`config.mk`:
```
export PLATFORM = sky130hd
export DESIGN_NAME = aabb_ctq_unit
export DESIGN_NICKNAME = d
export VERILOG_FILES = /design/src/rtl/core/aabb_ctq_pkg.sv /design/src/rtl/core/aabb_ctq_unit.sv
export SDC_FILE = /design/constraint.sdc
export NUM_CORES = 1
export LEC_CHECK = 0
export BUFFER_PORTS_ARGS = -buffer_cell sky130_fd_sc_hd__buf_2
export CORE_MARGIN = 3
export CORE_UTILIZATION = 30
export DETAILED_ROUTE_END_ITERATION = 10
export PLACE_DENSITY = 0.68
export SLEW_MARGIN = 20
export SYNTH_ARGS = -nofsm -noshare
export SYNTH_HDL_FRONTEND = slang
export SYNTH_SLANG_ARGS = --single-unit
```
`constraint.sdc`:
```
create_clock -name vclk -period 2.79
set_clock_uncertainty 0.2 [all_clocks]
set_input_delay 0.1395 -clock vclk [all_inputs]
set_output_delay 0.1395 -clock vclk [all_outputs]
set_load 0.02 [all_outputs]
```
`src/rtl/core/aabb_ctq_pkg.sv`:
```
// shared constants and types for the box collision table
package aabb_ctq_pkg;

	localparam int DEF_MAX_BOXES  = 8192;
	localparam int DEF_COORD_BITS = 12;
	localparam int FIELD_BITS     = 12;
	localparam int INDEX_BITS     = 13;
	localparam int COUNT_BITS     = 14;
	localparam int WIDE_COORD     = 16;
	localparam int WIDE_IDX       = 17;
	localparam int DATA_BITS      = 32;
	localparam int ADDR_BITS      = 4;

	localparam logic [FIELD_BITS-1:0] PROBE_RESET = FIELD_BITS'(2);

	typedef enum logic [1:0] {
		REG_BOX_COUNT = 2'd0,
		REG_PROBE_W   = 2'd1,
		REG_PROBE_H   = 2'd2
	} reg_idx_t;

	typedef enum logic {
		CMD_WRITE = 1'b0,
		CMD_QUERY = 1'b1
	} cmd_t;

endpackage

```
`src/rtl/core/aabb_ctq_unit.sv`:
```
// shared overlap comparator: one stored box against the probe
module aabb_ctq_unit import aabb_ctq_pkg::*; #(
	parameter int COORD_BITS = DEF_COORD_BITS
) (
	input  logic [COORD_BITS-1:0] box_x,
	input  logic [COORD_BITS-1:0] box_y,
	input  logic [COORD_BITS-1:0] box_w,
	input  logic [COORD_BITS-1:0] box_h,
	input  logic [COORD_BITS-1:0] probe_x,
	input  logic [COORD_BITS-1:0] probe_y,
	input  logic [COORD_BITS:0]   probe_ex,
	input  logic [COORD_BITS:0]   probe_ey,
	input  logic                  probe_nz,
	output logic                  hit
);

	logic [COORD_BITS:0] box_ex;
	logic [COORD_BITS:0] box_ey;
	logic                x_ov;
	logic                y_ov;

	// positive sizes reduce the interval test to two strict compares per axis
	assign box_ex = {1'b0, box_x} + {1'b0, box_w};
	assign box_ey = {1'b0, box_y} + {1'b0, box_h};
	assign x_ov   = ({1'b0, box_x} < probe_ex) && ({1'b0, probe_x} < box_ex);
	assign y_ov   = ({1'b0, box_y} < probe_ey) && ({1'b0, probe_y} < box_ey);
	assign hit    = probe_nz && (box_w != '0) && (box_h != '0) && x_ov && y_ov;

endmodule

```
==> flow_summary.toml <==
[run_status]
status = "finished, violations left"
violations = "negative setup slack"

[floorplan]
top_level_ports = 100
fp.dieW_um = 89.7
core_area_mm2 = 0.00657
num_rows = 29
dieArea_mm2 = 0.00804
die_y_um = 89.7
initial_utilization_pct = 32.0

[synthesis]
yosysSeqAreaShare_pct = 0
yosysUniqueCellTypes = 42
synth_top_area_cell = "ha_1"
syn_inst = 273
synth.area.top_cells = "ha_1 41%, inv_1 5.4%, a21oi_1 5.2%"
yosysMostFrequentCell = "ha_1"
synth_top_area_share_pct = 40.5
synth_common_cells = "68 x ha_1, 30 x inv_1, 22 x a21oi_1, 16 x nor2_1, 15 x nand2_1"
synth_fp_nets = 442
synth.cell_area_mm2 = 0.00210
synth_area_per_cell_um2 = 7.69
yosys_warnings = 0

[grt]
overflow = 0
grt_pass1_wl_um = 10900
antenna_found_initial = 0
grt.total_usage_pct = 16.7
grt_pass1_vias = 2677
grt_max_degree = 7

[setup_path]
cp.arrival_ns = 3.04
path_class = "in2out"
critical_path.max_fanout = 2
critical_path_required_ns = 2.45
crit_path_start_kind = "primary input"
end_kind = "primary output"

[power_and_ir_drop]
p_leak_nw = 1.83
power_density_mw_per_mm2 = 210
ir_drop_mv = 0.128
total_power_mw = 0.695

[routing]
routed_wl_um = 6800
vias = 2662
drc = 0
wl_per_cell_um = 12.8
viasPerCell = 5.00
drt_first_pass_iters = 4
drt_iter0_drc = 67
ant_nets = 0

[hold_path]
hold_path.class = "in2out"

[finish]
flops_and_latches = 0
drive_gt1_share_pct = 44.0
regArea_um2 = 0
stdcell_count = 532
diodes = 0
syn_to_final_growth_pct = 57.7
finalNetCount = 610
final_area_mm2 = 0.00331
nClkBuffers = 0

[timing]
setup_slack_ns = -0.590
setup_tns_ns = -0.590
hold_slack_ns = 0.610
tightest_slew_ns = 0.411
rsz0062_at_grt = "yes"
layout_min_cycle_time_ns = 3.38
slew_violations = 0
hold_viol = 0
slew_headroom_pct = 72.4
period_share_pct = 121
finalSetupViolCount = 1
max_freq_ghz = 0.296

[placement]
portBuffers = 100
gp_congestion = 0.870
hpwlAfterDp_um = 6290
place_area_mm2 = 0.00324
placed_cells = 531

[flow_run]
cap_violations = 0

[cts]
cts_hold_buf = 0
==> worst max-delay path: stages <==
cell	delay, ns
buf_2	0.10
buf_6	0.10
inv_2	0.03
fa_2	0.38
nand2b_4	0.16
a21oi_4	0.16
nor3_2	0.06
xor2_1	0.16
ha_1	0.29
a21o_1	0.16
a21o_1	0.15
a221o_1	0.32
a221oi_2	0.33
a221oi_2	0.08
a311oi_2	0.23
buf_4	0.19
==> cell families (layout without fill, tap and decap cells) <==
| kind of cell | after synthesis | after routing | share of synthesized area (%) |
|---|---|---|---|
| xor+xnor | 17 | 17 | 7.09 |
| fa+ha+maj | 70 | 70 | 42.4 |
| compound gates | 78 | 78 | 25.5 |
| simple gates | 78 | 78 | 19.6 |
| buf+inv | 30 | 196 | 5.36 |
==> cells in the final DEF (no fill, tap or decap), types with 2 or more instances in the layout <==
cell      synthesis  layout
nand3_1           6       6
nor4_1            7       7
a21o_1            9       9
nand4_1           2       2
a211oi_1          4       3
nor3_1            8       6
buf_4             0      67
nor2b_1           2       2
ha_1             68      66
buf_2             0      97
nor2_1           16      16
o22ai_1           4       4
a31o_1            2       2
o21ai_1           1       3
inv_1            30      27
or2_2             3       3
a21oi_2           0       2
a21oi_1          22      19
inv_2             0       3
xnor2_1           7       7
nand2_1          15      15
nand4b_1          2       2
nand2b_1         11      10
xor2_1           10      10
fa_2              0       2
nor3_2            0       2
or3_1             2       2
o21ai_0          13      11
o211ai_1          5       5
a221oi_2          2       2
o21a_1            4       4
buf_6             0       2
==> final cells by class <==
class | instances | area (um2)
Tap cell | 93 | 116
Multi-Input combinational cell | 243 | 2070
Timing Repair Buffer | 166 | 1010
Fill cell | 623 | 3260
Inverter | 30 | 113
==> per-stage QoR <==
stage	setup slack [ns]	utilization, %
after floorplan	-0.337	-
final	-0.590	50.4
after CTS	-0.584	50.0
after global placement	-0.651	49.4
after detailed placement	-0.767	49.4
after global routing	-0.745	50.4
==> metal layers <==
metal	part of all wire, %	vias to the layer above	routed length, um	global-route usage [%]
met5	0	-	0	0
met4	2.5	0	172	4.19
met3	7.0	14	474	0.730
met2	48	103	3270	32.4
met1	42	1189	2890	19.7
li1	-	1356	-	-
==> path summary, 6_finish.rpt <==
kind,start,end,slack [ns],cells after the start
max,box_x[1],hit,-0.59,16
min,probe_nz,hit,0.61,6
==> power breakdown <==
group / switching, mW / total, mW / internal (mW)
combinational: 0.325 / 0.695 / 0.370
sequential: 0 / 0 / 0
clock: 0 / 0 / 0
==> what timing repair did <==
item / in CTS / in global routing
setup buffers: 1 / 0
setup endpoints to repair: 1 / 1
resized for setup: 10 / 8
pin swaps: 7 / 6
Power figures use the tool's default switching activity.
